`config.mk`:
```
export PLATFORM = sky130hd
export DESIGN_NAME = dhcp_message_stream_parser_top_flat
export DESIGN_NICKNAME = d
export VERILOG_FILES = /design/src/dmsp_pkg.sv /design/src/dmsp_if.sv /design/src/dmsp_front.sv /design/src/dmsp_queue.sv /design/src/dmsp_back.sv /design/src/dhcp_message_stream_parser_top.sv /design/src/flat_wrapper.sv
export SDC_FILE = /design/constraint.sdc
export NUM_CORES = 1
export LEC_CHECK = 0
export BUFFER_PORTS_ARGS = -buffer_cell sky130_fd_sc_hd__buf_2
export CORE_MARGIN = 4
export CORE_UTILIZATION = 42
export CTS_BUF_LIST = sky130_fd_sc_hd__clkbuf_4 sky130_fd_sc_hd__clkbuf_8
export CTS_CLUSTER_DIAMETER = 60
export DETAILED_ROUTE_END_ITERATION = 10
export PLACE_DENSITY_LB_ADDON = 0.1
export SLEW_MARGIN = 20
export SYNTH_ARGS = -nofsm -noshare
export SYNTH_HDL_FRONTEND = slang
export SYNTH_SLANG_ARGS = --single-unit
export TNS_END_PERCENT = 1
```
`constraint.sdc`:
```
create_clock -name clock -period 8.9 [get_ports clock]
set_clock_uncertainty 0.15 [all_clocks]
set_input_delay 0.445 -clock clock [delete_from_list [all_inputs] [get_ports clock]]
set_output_delay 0.445 -clock clock [all_outputs]
set_load 0.05 [all_outputs]
```
`src/dmsp_pkg.sv`:
```
// Package for the DHCP message stream parser: parse phases, result kinds,
// header layout constants, the result record and the queue status record.
// No dependencies.
package dmsp_pkg;

   localparam int unsigned QUEUE_DEPTH_DEF = 4;

   localparam logic [2:0] PH_IDLE   = 3'd0;
   localparam logic [2:0] PH_HEADER = 3'd1;
   localparam logic [2:0] PH_COOKIE = 3'd2;
   localparam logic [2:0] PH_CODE   = 3'd3;
   localparam logic [2:0] PH_LEN    = 3'd4;
   localparam logic [2:0] PH_VAL    = 3'd5;
   localparam logic [2:0] PH_DONE   = 3'd6;

   localparam logic [2:0] KIND_FIELD     = 3'd0;
   localparam logic [2:0] KIND_ARRAY     = 3'd1;
   localparam logic [2:0] KIND_OPT_START = 3'd2;
   localparam logic [2:0] KIND_OPT_BYTE  = 3'd3;
   localparam logic [2:0] KIND_END       = 3'd4;
   localparam logic [2:0] KIND_COOKIE    = 3'd5;

   localparam logic [3:0] FID_OP     = 4'd0;
   localparam logic [3:0] FID_HTYPE  = 4'd1;
   localparam logic [3:0] FID_HLEN   = 4'd2;
   localparam logic [3:0] FID_HOPS   = 4'd3;
   localparam logic [3:0] FID_XID    = 4'd4;
   localparam logic [3:0] FID_SECS   = 4'd5;
   localparam logic [3:0] FID_FLAGS  = 4'd6;
   localparam logic [3:0] FID_CIADDR = 4'd7;
   localparam logic [3:0] FID_YIADDR = 4'd8;
   localparam logic [3:0] FID_SIADDR = 4'd9;
   localparam logic [3:0] FID_GIADDR = 4'd10;
   localparam logic [3:0] FID_CHADDR = 4'd11;
   localparam logic [3:0] FID_SNAME  = 4'd12;
   localparam logic [3:0] FID_FILE   = 4'd13;

   localparam logic [15:0] CHADDR_START = 16'd28;
   localparam logic [15:0] SNAME_START  = 16'd44;
   localparam logic [15:0] FILE_START   = 16'd108;
   localparam logic [15:0] HEADER_BYTES = 16'd236;
   localparam logic [15:0] COOKIE_END   = 16'd240;
   localparam logic [15:0] COOKIE_BYTES = 16'd4;
   localparam logic [31:0] COOKIE_WORD  = 32'h6382_5363;
   localparam logic [7:0]  OPT_PAD      = 8'd0;
   localparam logic [7:0]  OPT_END      = 8'd255;

   typedef struct packed {
      logic [2:0]  kind;
      logic [3:0]  field_id;
      logic [31:0] value;
      logic [7:0]  byte_index;
      logic [7:0]  option_code;
      logic [7:0]  option_length;
      logic [15:0] option_offset;
   } result_type;

   typedef struct packed {
      logic full;
      logic empty;
   } qstat_type;

   typedef struct packed {
      logic       hit;
      logic [3:0] fid;
   } scalar_type;

   // Last byte of each scalar header field
   function automatic scalar_type scalar_end(input logic [4:0] pos);
      scalar_type r;
      r.hit = 1'b1;
      unique case (pos)
         5'd0:    r.fid = FID_OP;
         5'd1:    r.fid = FID_HTYPE;
         5'd2:    r.fid = FID_HLEN;
         5'd3:    r.fid = FID_HOPS;
         5'd7:    r.fid = FID_XID;
         5'd9:    r.fid = FID_SECS;
         5'd11:   r.fid = FID_FLAGS;
         5'd15:   r.fid = FID_CIADDR;
         5'd19:   r.fid = FID_YIADDR;
         5'd23:   r.fid = FID_SIADDR;
         5'd27:   r.fid = FID_GIADDR;
         default: begin
            r.hit = 1'b0;
            r.fid = FID_OP;
         end
      endcase
      return r;
   endfunction

endpackage

```
`src/dmsp_if.sv`:
```
// Channel interfaces of the DHCP message stream parser: byte request and
// parse result. No dependencies.
interface dmsp_req_if;
   logic       valid;
   logic       ready;
   logic [7:0] data_byte;
   logic       start_of_message;
   modport source (output valid, output data_byte, output start_of_message, input ready);
   modport sink (input valid, input data_byte, input start_of_message, output ready);
endinterface

interface dmsp_rsp_if;
   logic        valid;
   logic        ready;
   logic [2:0]  kind;
   logic [3:0]  field_id;
   logic [31:0] value;
   logic [7:0]  byte_index;
   logic [7:0]  option_code;
   logic [7:0]  option_length;
   logic [15:0] option_offset;
   modport source (output valid, output kind, output field_id, output value,
                   output byte_index, output option_code, output option_length,
                   output option_offset, input ready);
   modport sink (input valid, input kind, input field_id, input value,
                 input byte_index, input option_code, input option_length,
                 input option_offset, output ready);
endinterface

```
`src/dmsp_front.sv`:
```
// Front end: accepts message bytes, tracks the parse phase and classifies
// each beat into at most one result record. Depends on dmsp_pkg, dmsp_if.
module dmsp_front
   import dmsp_pkg::*;
(
   input  logic        clock,
   input  logic        reset,
   dmsp_req_if.sink    req_ch,
   input  qstat_type   qstat,
   output logic        push,
   output result_type  push_data
);

   logic [2:0]  phase_ff, phase_in;
   logic [15:0] pos_ff, pos_in;
   logic [31:0] acc_ff, acc_in;
   logic [7:0]  code_ff, code_in;
   logic [7:0]  len_ff, len_in;
   logic [7:0]  rem_ff, rem_in;

   logic        beat;
   logic        emit;
   result_type  res;
   logic [2:0]  ph;
   logic [15:0] pos;
   logic [31:0] acc;
   logic [7:0]  code, len, rem, b, idx;
   logic [15:0] pos_inc;
   logic [31:0] acc_sh;
   scalar_type  sc;

   assign req_ch.ready = !qstat.full;
   assign beat = req_ch.valid && req_ch.ready;
   assign b    = req_ch.data_byte;

   always_comb begin
      ph   = req_ch.start_of_message ? PH_HEADER : phase_ff;
      pos  = req_ch.start_of_message ? 16'd0 : pos_ff;
      acc  = req_ch.start_of_message ? 32'd0 : acc_ff;
      code = req_ch.start_of_message ? 8'd0 : code_ff;
      len  = req_ch.start_of_message ? 8'd0 : len_ff;
      rem  = req_ch.start_of_message ? 8'd0 : rem_ff;
      pos_inc = pos + 16'd1;
      acc_sh  = {acc[23:0], b};
      idx     = len - rem;
      sc      = scalar_end(pos[4:0]);

      phase_in = ph;
      pos_in   = pos;
      acc_in   = acc;
      code_in  = code;
      len_in   = len;
      rem_in   = rem;
      emit     = 1'b0;
      res      = '0;

      unique case (ph)
         PH_HEADER: begin
            if (pos >= FILE_START) begin
               emit = 1'b1;
               res.kind = KIND_ARRAY;
               res.field_id = FID_FILE;
               res.value = {24'd0, b};
               res.byte_index = 8'(pos - FILE_START);
            end else if (pos >= SNAME_START) begin
               emit = 1'b1;
               res.kind = KIND_ARRAY;
               res.field_id = FID_SNAME;
               res.value = {24'd0, b};
               res.byte_index = 8'(pos - SNAME_START);
            end else if (pos >= CHADDR_START) begin
               emit = 1'b1;
               res.kind = KIND_ARRAY;
               res.field_id = FID_CHADDR;
               res.value = {24'd0, b};
               res.byte_index = 8'(pos - CHADDR_START);
            end else begin
               acc_in = acc_sh;
               if (sc.hit) begin
                  emit = 1'b1;
                  res.kind = KIND_FIELD;
                  res.field_id = sc.fid;
                  res.value = acc_sh;
                  acc_in = 32'd0;
               end
            end
            pos_in = pos_inc;
            if (pos_inc >= HEADER_BYTES) begin
               phase_in = PH_COOKIE;
               acc_in = 32'd0;
            end
         end
         PH_COOKIE: begin
            acc_in = acc_sh;
            pos_in = pos_inc;
            if (pos_inc >= COOKIE_END) begin
               if (acc_sh != COOKIE_WORD) begin
                  emit = 1'b1;
                  res.kind = KIND_COOKIE;
                  res.value = acc_sh;
                  phase_in = PH_DONE;
               end else begin
                  phase_in = PH_CODE;
                  pos_in = COOKIE_BYTES;
                  acc_in = 32'd0;
               end
            end
         end
         PH_CODE: begin
            pos_in = pos_inc;
            if (b == OPT_END) begin
               emit = 1'b1;
               res.kind = KIND_END;
               res.option_code = OPT_END;
               res.option_offset = pos;
               phase_in = PH_DONE;
            end else if (b != OPT_PAD) begin
               code_in = b;
               phase_in = PH_LEN;
            end
         end
         PH_LEN: begin
            len_in = b;
            rem_in = b;
            pos_in = pos_inc;
            emit = 1'b1;
            res.kind = KIND_OPT_START;
            res.option_code = code;
            res.option_length = b;
            res.option_offset = pos_inc;
            phase_in = (b == 8'd0) ? PH_CODE : PH_VAL;
         end
         PH_VAL: begin
            emit = 1'b1;
            res.kind = KIND_OPT_BYTE;
            res.value = {24'd0, b};
            res.byte_index = idx;
            res.option_code = code;
            res.option_length = len;
            res.option_offset = pos - {8'd0, idx};
            pos_in = pos_inc;
            rem_in = rem - 8'd1;
            if (rem == 8'd1) begin
               phase_in = PH_CODE;
            end
         end
         default: begin
            phase_in = ph;
         end
      endcase
   end

   assign push      = beat && emit;
   assign push_data = res;

   always_ff @(posedge clock) begin
      if (reset) begin
         phase_ff <= PH_IDLE;
         pos_ff   <= 16'd0;
         acc_ff   <= 32'd0;
         code_ff  <= 8'd0;
         len_ff   <= 8'd0;
         rem_ff   <= 8'd0;
      end else if (beat) begin
         phase_ff <= phase_in;
         pos_ff   <= pos_in;
         acc_ff   <= acc_in;
         code_ff  <= code_in;
         len_ff   <= len_in;
         rem_ff   <= rem_in;
      end
   end

`ifndef SYNTH
   a_done_silent: assert property (@(posedge clock) disable iff (reset)
      (phase_ff == PH_DONE || phase_ff == PH_IDLE) && !req_ch.start_of_message |-> !push)
      else $error("result pushed outside a message");
   a_no_push_full: assert property (@(posedge clock) disable iff (reset)
      qstat.full |-> !push)
      else $error("push into full queue");
   a_val_remaining: assert property (@(posedge clock) disable iff (reset)
      phase_ff == PH_VAL |-> rem_ff != 8'd0)
      else $error("value phase with nothing remaining");
`endif

endmodule

```
`src/dmsp_queue.sv`:
```
// Short result queue between the parse front end and the output stage.
// Depends on dmsp_pkg.
module dmsp_queue
   import dmsp_pkg::*;
#(
   parameter int unsigned DEPTH = QUEUE_DEPTH_DEF
) (
   input  logic        clock,
   input  logic        reset,
   input  logic        push,
   input  result_type  push_data,
   input  logic        pop,
   output result_type  pop_data,
   output qstat_type   qstat
);

   localparam int unsigned PTR_W = (DEPTH > 1) ? $clog2(DEPTH) : 1;
   localparam int unsigned CNT_W = $clog2(DEPTH + 1);

   result_type        mem_ff [DEPTH];
   logic [PTR_W-1:0]  wr_ptr_ff, wr_ptr_in;
   logic [PTR_W-1:0]  rd_ptr_ff, rd_ptr_in;
   logic [CNT_W-1:0]  count_ff, count_in;

   assign qstat.full  = count_ff == CNT_W'(DEPTH);
   assign qstat.empty = count_ff == '0;
   assign pop_data    = mem_ff[rd_ptr_ff];

   always_comb begin
      wr_ptr_in = wr_ptr_ff;
      rd_ptr_in = rd_ptr_ff;
      count_in  = count_ff;
      if (push) begin
         wr_ptr_in = (wr_ptr_ff == PTR_W'(DEPTH - 1)) ? '0 : wr_ptr_ff + 1'b1;
      end
      if (pop) begin
         rd_ptr_in = (rd_ptr_ff == PTR_W'(DEPTH - 1)) ? '0 : rd_ptr_ff + 1'b1;
      end
      if (push && !pop) begin
         count_in = count_ff + 1'b1;
      end else if (pop && !push) begin
         count_in = count_ff - 1'b1;
      end
   end

   always_ff @(posedge clock) begin
      if (reset) begin
         wr_ptr_ff <= '0;
         rd_ptr_ff <= '0;
         count_ff  <= '0;
      end else begin
         wr_ptr_ff <= wr_ptr_in;
         rd_ptr_ff <= rd_ptr_in;
         count_ff  <= count_in;
      end
   end

   always_ff @(posedge clock) begin
      if (push) begin
         mem_ff[wr_ptr_ff] <= push_data;
      end
   end

`ifndef SYNTH
   a_count_range: assert property (@(posedge clock) disable iff (reset)
      count_ff <= CNT_W'(DEPTH))
      else $error("queue count out of range");
   a_no_pop_empty: assert property (@(posedge clock) disable iff (reset)
      qstat.empty |-> !pop)
      else $error("pop from empty queue");
   a_count_step: assert property (@(posedge clock) disable iff (reset)
      push && !pop |=> count_ff == $past(count_ff) + 1'b1)
      else $error("queue count did not advance");
`endif

endmodule

```
`src/dmsp_back.sv`:
```
// Output stage: drains the result queue into a registered response beat.
// Depends on dmsp_pkg, dmsp_if.
module dmsp_back
   import dmsp_pkg::*;
(
   input  logic        clock,
   input  logic        reset,
   input  qstat_type   qstat,
   input  result_type  pop_data,
   output logic        pop,
   dmsp_rsp_if.source  rsp_ch
);

   logic       valid_ff, valid_in;
   result_type data_ff;

   assign pop      = !qstat.empty && (!valid_ff || rsp_ch.ready);
   assign valid_in = pop || (valid_ff && !rsp_ch.ready);

   always_ff @(posedge clock) begin
      if (reset) begin
         valid_ff <= 1'b0;
      end else begin
         valid_ff <= valid_in;
      end
   end

   always_ff @(posedge clock) begin
      if (pop) begin
         data_ff <= pop_data;
      end
   end

   assign rsp_ch.valid         = valid_ff;
   assign rsp_ch.kind          = data_ff.kind;
   assign rsp_ch.field_id      = data_ff.field_id;
   assign rsp_ch.value         = data_ff.value;
   assign rsp_ch.byte_index    = data_ff.byte_index;
   assign rsp_ch.option_code   = data_ff.option_code;
   assign rsp_ch.option_length = data_ff.option_length;
   assign rsp_ch.option_offset = data_ff.option_offset;

endmodule

```
`src/dhcp_message_stream_parser_top.sv`:
```
// Top level of the DHCP message stream parser: front end, result queue and
// output stage. Depends on dmsp_pkg, dmsp_if, dmsp_front, dmsp_queue, dmsp_back.
//
//   port    dir  handshake    beat carries
//   req_ch  in   valid/ready  data_byte, start_of_message
//   rsp_ch  out  valid/ready  kind, field_id, value, byte_index, option_*
//
// One byte is taken every cycle while the queue has room; each byte yields
// at most one result, so the sustained rate is one byte per cycle while rsp_ch
// does not stall. A result reaches rsp_ch through the queue storage and then
// the output register. Stalls on rsp_ch fill the QUEUE_DEPTH-entry queue
// before req_ch.ready drops. Synchronous reset returns the parse to idle.
module dhcp_message_stream_parser_top
   import dmsp_pkg::*;
#(
   parameter int unsigned QUEUE_DEPTH = QUEUE_DEPTH_DEF
) (
   input  logic       clock,
   input  logic       reset,
   dmsp_req_if.sink   req_ch,
   dmsp_rsp_if.source rsp_ch
);

   logic       push, pop;
   result_type push_data, pop_data;
   qstat_type  qstat;

   dmsp_front u_front (
      .clock     (clock),
      .reset     (reset),
      .req_ch    (req_ch),
      .qstat     (qstat),
      .push      (push),
      .push_data (push_data)
   );

   dmsp_queue #(
      .DEPTH (QUEUE_DEPTH)
   ) u_queue (
      .clock     (clock),
      .reset     (reset),
      .push      (push),
      .push_data (push_data),
      .pop       (pop),
      .pop_data  (pop_data),
      .qstat     (qstat)
   );

   dmsp_back u_back (
      .clock    (clock),
      .reset    (reset),
      .qstat    (qstat),
      .pop_data (pop_data),
      .pop      (pop),
      .rsp_ch   (rsp_ch)
   );

endmodule

```
`src/flat_wrapper.sv`:
```
// flat-port wrapper written by rule: the top's interface ports become plain ports
module dhcp_message_stream_parser_top_flat import dmsp_pkg::*;
#(
   parameter int unsigned QUEUE_DEPTH = QUEUE_DEPTH_DEF
)
  (clock, reset, req_ch_valid, req_ch_data_byte, req_ch_start_of_message, req_ch_ready, rsp_ch_valid, rsp_ch_kind, rsp_ch_field_id, rsp_ch_value, rsp_ch_byte_index, rsp_ch_option_code, rsp_ch_option_length, rsp_ch_option_offset, rsp_ch_ready);
  dmsp_req_if req_ch_i ();
  dmsp_rsp_if rsp_ch_i ();
  input  logic clock;
  input  logic reset;
  input wire logic [$bits(req_ch_i.valid)-1:0] req_ch_valid;
  input wire logic [$bits(req_ch_i.data_byte)-1:0] req_ch_data_byte;
  input wire logic [$bits(req_ch_i.start_of_message)-1:0] req_ch_start_of_message;
  output wire logic [$bits(req_ch_i.ready)-1:0] req_ch_ready;
  output wire logic [$bits(rsp_ch_i.valid)-1:0] rsp_ch_valid;
  output wire logic [$bits(rsp_ch_i.kind)-1:0] rsp_ch_kind;
  output wire logic [$bits(rsp_ch_i.field_id)-1:0] rsp_ch_field_id;
  output wire logic [$bits(rsp_ch_i.value)-1:0] rsp_ch_value;
  output wire logic [$bits(rsp_ch_i.byte_index)-1:0] rsp_ch_byte_index;
  output wire logic [$bits(rsp_ch_i.option_code)-1:0] rsp_ch_option_code;
  output wire logic [$bits(rsp_ch_i.option_length)-1:0] rsp_ch_option_length;
  output wire logic [$bits(rsp_ch_i.option_offset)-1:0] rsp_ch_option_offset;
  input wire logic [$bits(rsp_ch_i.ready)-1:0] rsp_ch_ready;
  assign req_ch_i.valid = req_ch_valid;
  assign req_ch_i.data_byte = req_ch_data_byte;
  assign req_ch_i.start_of_message = req_ch_start_of_message;
  assign req_ch_ready = req_ch_i.ready;
  assign rsp_ch_valid = rsp_ch_i.valid;
  assign rsp_ch_kind = rsp_ch_i.kind;
  assign rsp_ch_field_id = rsp_ch_i.field_id;
  assign rsp_ch_value = rsp_ch_i.value;
  assign rsp_ch_byte_index = rsp_ch_i.byte_index;
  assign rsp_ch_option_code = rsp_ch_i.option_code;
  assign rsp_ch_option_length = rsp_ch_i.option_length;
  assign rsp_ch_option_offset = rsp_ch_i.option_offset;
  assign rsp_ch_i.ready = rsp_ch_ready;
  dhcp_message_stream_parser_top #(.QUEUE_DEPTH(QUEUE_DEPTH)) u_core (.clock(clock), .reset(reset), .req_ch(req_ch_i), .rsp_ch(rsp_ch_i));
endmodule
```
==> results of run 1 <==
## repair_timing
item                                   CTS  global route
hold buffers                             3             0
setup endpoints to repair                0             0
endpoints found under the hold margin    3             0
## tightest hold or removal path: stages
cell and delay, ns:
buf_2 0.21, a22oi_1 0.10, nor2_1 0.08
## path summary, 6_finish.rpt
kind                                   from                      endpoint  slack (ns)  cells past startpoint
hold reg to reg   u_core.u_front.acc_ff[17]     u_core.u_front.acc_ff[17]        0.35                      1
hold / removal          req_ch_data_byte[6]      u_core.u_front.len_ff[6]        0.07                      3
setup / recovery    req_ch_start_of_message  u_core.u_queue.mem_ff[1][45]        2.75                     16
setup reg to reg   u_core.u_front.pos_ff[1]  u_core.u_queue.mem_ff[1][45]        3.17                     11
## sequential cells by signal, summed over array words and instances, names as in the netlist, 16 cells and up
register / cells
u_core.u_back.rsp_ch.option_offset: 16
u_core.u_back.rsp_ch.value: 32
u_core.u_front.acc_ff: 24
u_core.u_front.pos_ff: 16
u_core.u_queue.mem_ff: 316
## cell type report
class / count / area [um^2] / share of cell area, %
timing repair buffer: 114 / 630.6 / 2.785
clock buffer: 121 / 1415 / 6.250
clock inverter: 24 / 121.4 / 0.5360
sequential: 470 / 13370 / 59.05
tap: 607 / 759.5 / 3.354
multi-input combinational: 792 / 6240 / 27.56
inverter: 28 / 105.1 / 0.4642
## per-stage QoR
step	total power (uW)	setup slack (ns)
6_report	6458	2.753
4_1_cts	6565	2.903
3_5_place_dp	4672	2.743
2_1_floorplan	4242	2.611
5_1_grt	6757	2.459
3_3_place_gp	4663	2.875
## logic make-up after synthesis
kind of cell,after synthesis
mux,87
simple gates,390
buf+inv,117
compound gates,257
xor+xnor,25
flops,470
fa+ha+maj,33
## per-layer routing
layer  up-vias  GRT usage (%)  part of all wire [%]
li1       5569              -                     -
met2       357          30.75                    48
met1      6107          26.56                    44
met4         0          7.207                   2.6
met5         -              0                     0
met3        92          3.353                   5.4
## synthesized netlist by cell type (all sizes together) (11+ instances only)
master    n
nand2b   11
o31ai    11
a22o     20
nor3     35
a21oi    65
ha       30
nor2b    32
xnor2    17
clkbuf   64
nand2    81
nor2    118
and2     37
edfxtp  395
a22oi    29
a211oi   14
or3      11
inv      28
nand3    16
o21ai    49
buf      25
dfxtp    75
mux4     79
## power breakdown
group	internal (uW)	switching (uW)	total, uW
logic	481	1240	1720
clock network	1020	847	1860
registers	2730	150	2880
total	4220	2230	6460
==> results.cfg, run 1 <==
[sta]
hold_ws_ns = 0.07190
period_needed_ns = 6.147
drv_slew = 0
tightest_slew_ns = 1.108
tns_ns = 0
max-slew-margin-rel_pct = 25.45
report.final.hold_viol_count = 0
setup_viol_count_final = 0
rsz0062_at_grt = no
fmax_mhz = 162.7
finalCritPeriodShare_pct = 69.07

[layout]
final_cell_mix = 395 x edfxtp_1, 115 x nor2_1, 93 x buf_2
final_common_cell = edfxtp_1
fin_util_pct = 48.33
diodes = 0
finalNonFillerCells = 2156
drive_above_1_share_pct = 22.47
n_fill_cell = 4167
nNetsFinal = 1531
area_delta_synth_final_pct = 13.04
design_area_mm2 = 0.02264

[grt]
grt_start_max_net_pins = 53
grt.overflow.total = 0
grt_pass1_wl_um = 74660
grt_use_total_pct = 19.20
antenna_found_initial = 1
grt_pass1_vias = 12320

[setup_path]
slowest_delay_ns = 0.89
path_delay_family = buffers and inverters
worstPathArrival_ns = 6.28
crit_path_cell_trace = dlygate4sd3_1 > buf_2 > buf_4 > inv_1 > nand2_1 > inv_1 > ha_1 > and4_1 > nand2_1 > a221o_1 > o211ai_2 > nor3_1 > or3_1 > a31oi_1 > and2_4 > buf_4
worst-setup-path-type = in2reg
path_buf_inv = 6
cp_max_fo = 52
start_kind = primary input
cpMaxStageDelayCell = and2_4
cp.required_ns = 9.03
end_kind = flip-flop

[logic_synthesis]
synth_cell_type_count = 71
synth-seq-area-share_pct = 66.72
yosysTopAreaCell = edfxtp_1
synth_edf_count = 395
synth_top_family_by_area = simple AND/OR/NAND/NOR gates
synth_area_leaders = edfxtp_1 59%, mux4_2 8.9%, dfxtp_1 7.5%
yosysWarningCount = 0
avgSynthCellArea_um2 = 14.52
ys.flop_type = edfxtp_1
synth-simple-area-share_pct = 9.764
synth_mux_area_share_pct = 9.295
synth_compound_area_share_pct = 8.664
syn-num-nets = 1425
synth_seq_cells = 470
synthArstFlopShare_pct = 0
synth_xor_area_share_pct = 1.093
syn_area_mm2 = 0.02003
syn-instance-count = 1379
synth_fa_ha_area_share_pct = 2.174
yosysTopAreaCellShare_pct = 59.22

[flow_run]
maxCapViolCount = 0

[floorplanning]
rows = 79
coreArea_mm2 = 0.04685
io_pins = 94
die_h_um = 226.4
die_w_um = 226.4
initial_core_util_pct = 42.75
fp.dieArea_mm2 = 0.05125

[min_path]
min_path_type = in2reg

[route]
viasPerCell = 5.624
drc = 0
num_vias = 12130
detail-route-antenna-nets = 0
drtIter0Drc = 1093
routedWlPerCell_um = 22.73
wl_um = 49000
firstDrtPassIters = 8

[clock_tree]
clk_latency_ns = 0.65
clock_sinks = 470
cts_htree_levels = 3
cts-buffers-inserted = 79
cts.reportedPaths.clkPinSlew_ns = 0.06
cts.repair.resized = 0
clockBufferDepth = 3
cts-root-buf = clkbuf_8
cts_setup_buffers = 0
cts_tree = built

[power]
p_leak_uw = 0.007613
ir_worst_vdd_uv = 163.2
power_density_mw_per_mm2 = 285.2

[placed_design]
gp_congestion = 0.9111
dp_cells = 2008
numPortBuffers = 93
post_dp_cell_area_mm2 = 0.02107
dp_hpwl_um = 30830

[status]
status = finished clean
(Power assumes the default switching activity.)
==> run 2, diff against run 1 <==
==> constraint.sdc (replaced) <==
create_clock -name clock -period 6.3 [get_ports clock]
set_clock_uncertainty 0.15 [all_clocks]
set_input_delay 0.315 -clock clock [delete_from_list [all_inputs] [get_ports clock]]
set_output_delay 0.315 -clock clock [all_outputs]
set_load 0.05 [all_outputs]
==> run 2 against run 1 <==
Effect of this change:
- first-iteration DRC count fell by 6.4%
- combinational power rose by 42%
- sequential share of layout area fell by 0.80 points
- power up 44%
- clock power grew 52%
- via count grew 1.5%
- worst hold slack gained 0.16 ns
==> results.cfg, run 2 (same netlist as run 1, synthesis figures left out) <==
[power]
p_total_uw = 9330
p_leak_uw = 0.007760
ir_worst_vdd_uv = 230.6
power_density_mw_per_mm2 = 406.5

[setup_path]
worst-setup-path-type = reg2reg
crit_path_cell_trace = nor2b_1 > ha_1 > nand4b_1 > nor2_1 > and3_1 > o211a_1 > nor3_1 > or3_1 > a31oi_1 > ha_1 > inv_1 > fa_1 > xor2_1 > or3_1 > a21oi_1
cp.required_ns = 6.72
cpMaxStageDelayCell = a31oi_1
path_depth = 15
path_delay_family = simple AND/OR/NAND/NOR gates
worstPathArrival_ns = 5.76
path_buf_inv = 1
start_kind = flip-flop
worst-r2r-cell-count = 15
cp_max_fo = 15
end_kind = flip-flop
slowest_delay_ns = 0.62

[clock_tree]
cts.reportedPaths.clkPinSlew_ns = 0.06
hold_buffers = 10
clockBufferDepth = 3
cts_setup_buffers = 0
cts.repair.resized = 0
cts_htree_levels = 3
cts-buffers-inserted = 80
cts_tree = built
clock_sinks = 470
clk_latency_ns = 0.67
cts-root-buf = clkbuf_8

[floorplanning]
die_w_um = 226.4
rows = 79
coreArea_mm2 = 0.04685
io_pins = 94
initial_core_util_pct = 42.75
die_h_um = 226.4
fp.dieArea_mm2 = 0.05125

[sta]
finalCritPeriodShare_pct = 84.73
setup_viol_count_final = 0
drv_slew = 0
max-slew-margin-rel_pct = 33.22
tightest_slew_ns = 1.002
fmax_mhz = 187.3
period_needed_ns = 5.338
rsz0062_at_grt = no
report.final.hold_viol_count = 0
tns_ns = 0

[grt]
grt_use_total_pct = 19.42
grt.overflow.total = 0
grt_start_max_net_pins = 80
grt_pass1_vias = 12660
antenna_found_initial = 0
grt_pass1_wl_um = 76070

[placed_design]
dp_hpwl_um = 31090
numPortBuffers = 93
gp_congestion = 0.9073

[layout]
final_common_cell = edfxtp_1
final_cell_mix = 395 x edfxtp_1, 116 x nor2_1, 93 x buf_2
drive_above_1_share_pct = 22.95
nNetsFinal = 1546
top_register = u_core.u_queue.mem_ff
n_fill_cell = 4172
largest_reg_flops = 316
area_delta_synth_final_pct = 14.61
diodes = 0

[status]
status = finished clean

[route]
detail-route-antenna-nets = 0
wl_um = 49250
drc = 0
firstDrtPassIters = 8
viasPerCell = 5.668
num_vias = 12310
drtIter0Drc = 1023
routedWlPerCell_um = 22.69

[flow_run]
maxCapViolCount = 0

[min_path]
min_path_type = in2reg
min_path_cells = 4
## run 2: changes by cell type in the layout (fill, tap and decap cells not counted), moves of 2 or more
cell / change
buf_4: +3
clkinv_4: -2
inv_6: +3
clkinv_1: -4
buf_12: +4
clkbuf_8: +7
dlygate4sd3_1: +7
bufinv_16: +3
clkbuf_4: -5
## run 2: final timing paths
path	start	endpoint	slack, ns
min reg2reg	u_core.u_front.rem_ff[6]	u_core.u_front.rem_ff[6]	0.34
max	u_core.u_front.pos_ff[1]	u_core.u_queue.count_ff[2]	0.96
max reg2reg	u_core.u_front.pos_ff[1]	u_core.u_queue.count_ff[2]	0.96
min	req_ch_start_of_message	u_core.u_front.rem_ff[6]	0.24
## run 2: final cells by class
type	instances	area, um^2	share of cell area (%)
Multi-Input combinational cell	792	6240	27.18
Tap cell	607	759.5	3.309
Inverter	28	105.1	0.4579
Sequential cell	470	13370	58.25
Timing Repair Buffer	128	803.3	3.499
Clock inverter	23	202.7	0.8830
Clock buffer	123	1474	6.421
## run 2: stage by stage
step | hold WS [ns] | cells | utilization (%) | setup WS [ns] | instance area, um^2
finish | 0.2368 | 2171 | 48.99 | 0.9618 | 22950
global route | 0.2267 | 2171 | 48.99 | 0.5839 | 22950
CTS | 0.1569 | 2171 | 48.99 | 0.9905 | 22950
detailed placement | 0.3283 | 2015 | 45.20 | 0.7656 | 21180
global placement | 0.3267 | 2015 | 45.19 | 0.9014 | 21170
floorplan | 0.2979 | 1379 | - | 0.07715 | 20030
## run 2: power by group
group,switching [uW],internal (uW),total [uW]
clock,1210,1620,2820
sequential,205,3860,4060
combinational,1760,687,2440
## run 2: layer usage
metal	GRT usage, %	wire length (um)	vias up
met5	0	0	-
met4	7.561	1248	0
met3	3.470	2808	84
met2	31.65	23960	406
met1	26.21	21240	6228
li1	-	-	5587
## run 2: worst reg2reg max path: stages, from the launching register on
cell and delay (ns):
dfxtp_1 0.41, nor2b_1 0.56, ha_1 0.60, nand4b_1 0.24, nor2_1 0.34, and3_1 0.23
o211a_1 0.20, nor3_1 0.06, or3_1 0.46, a31oi_1 0.62, ha_1 0.32, inv_1 0.06
fa_1 0.38, xor2_1 0.17, or3_1 0.32, a21oi_1 0.14
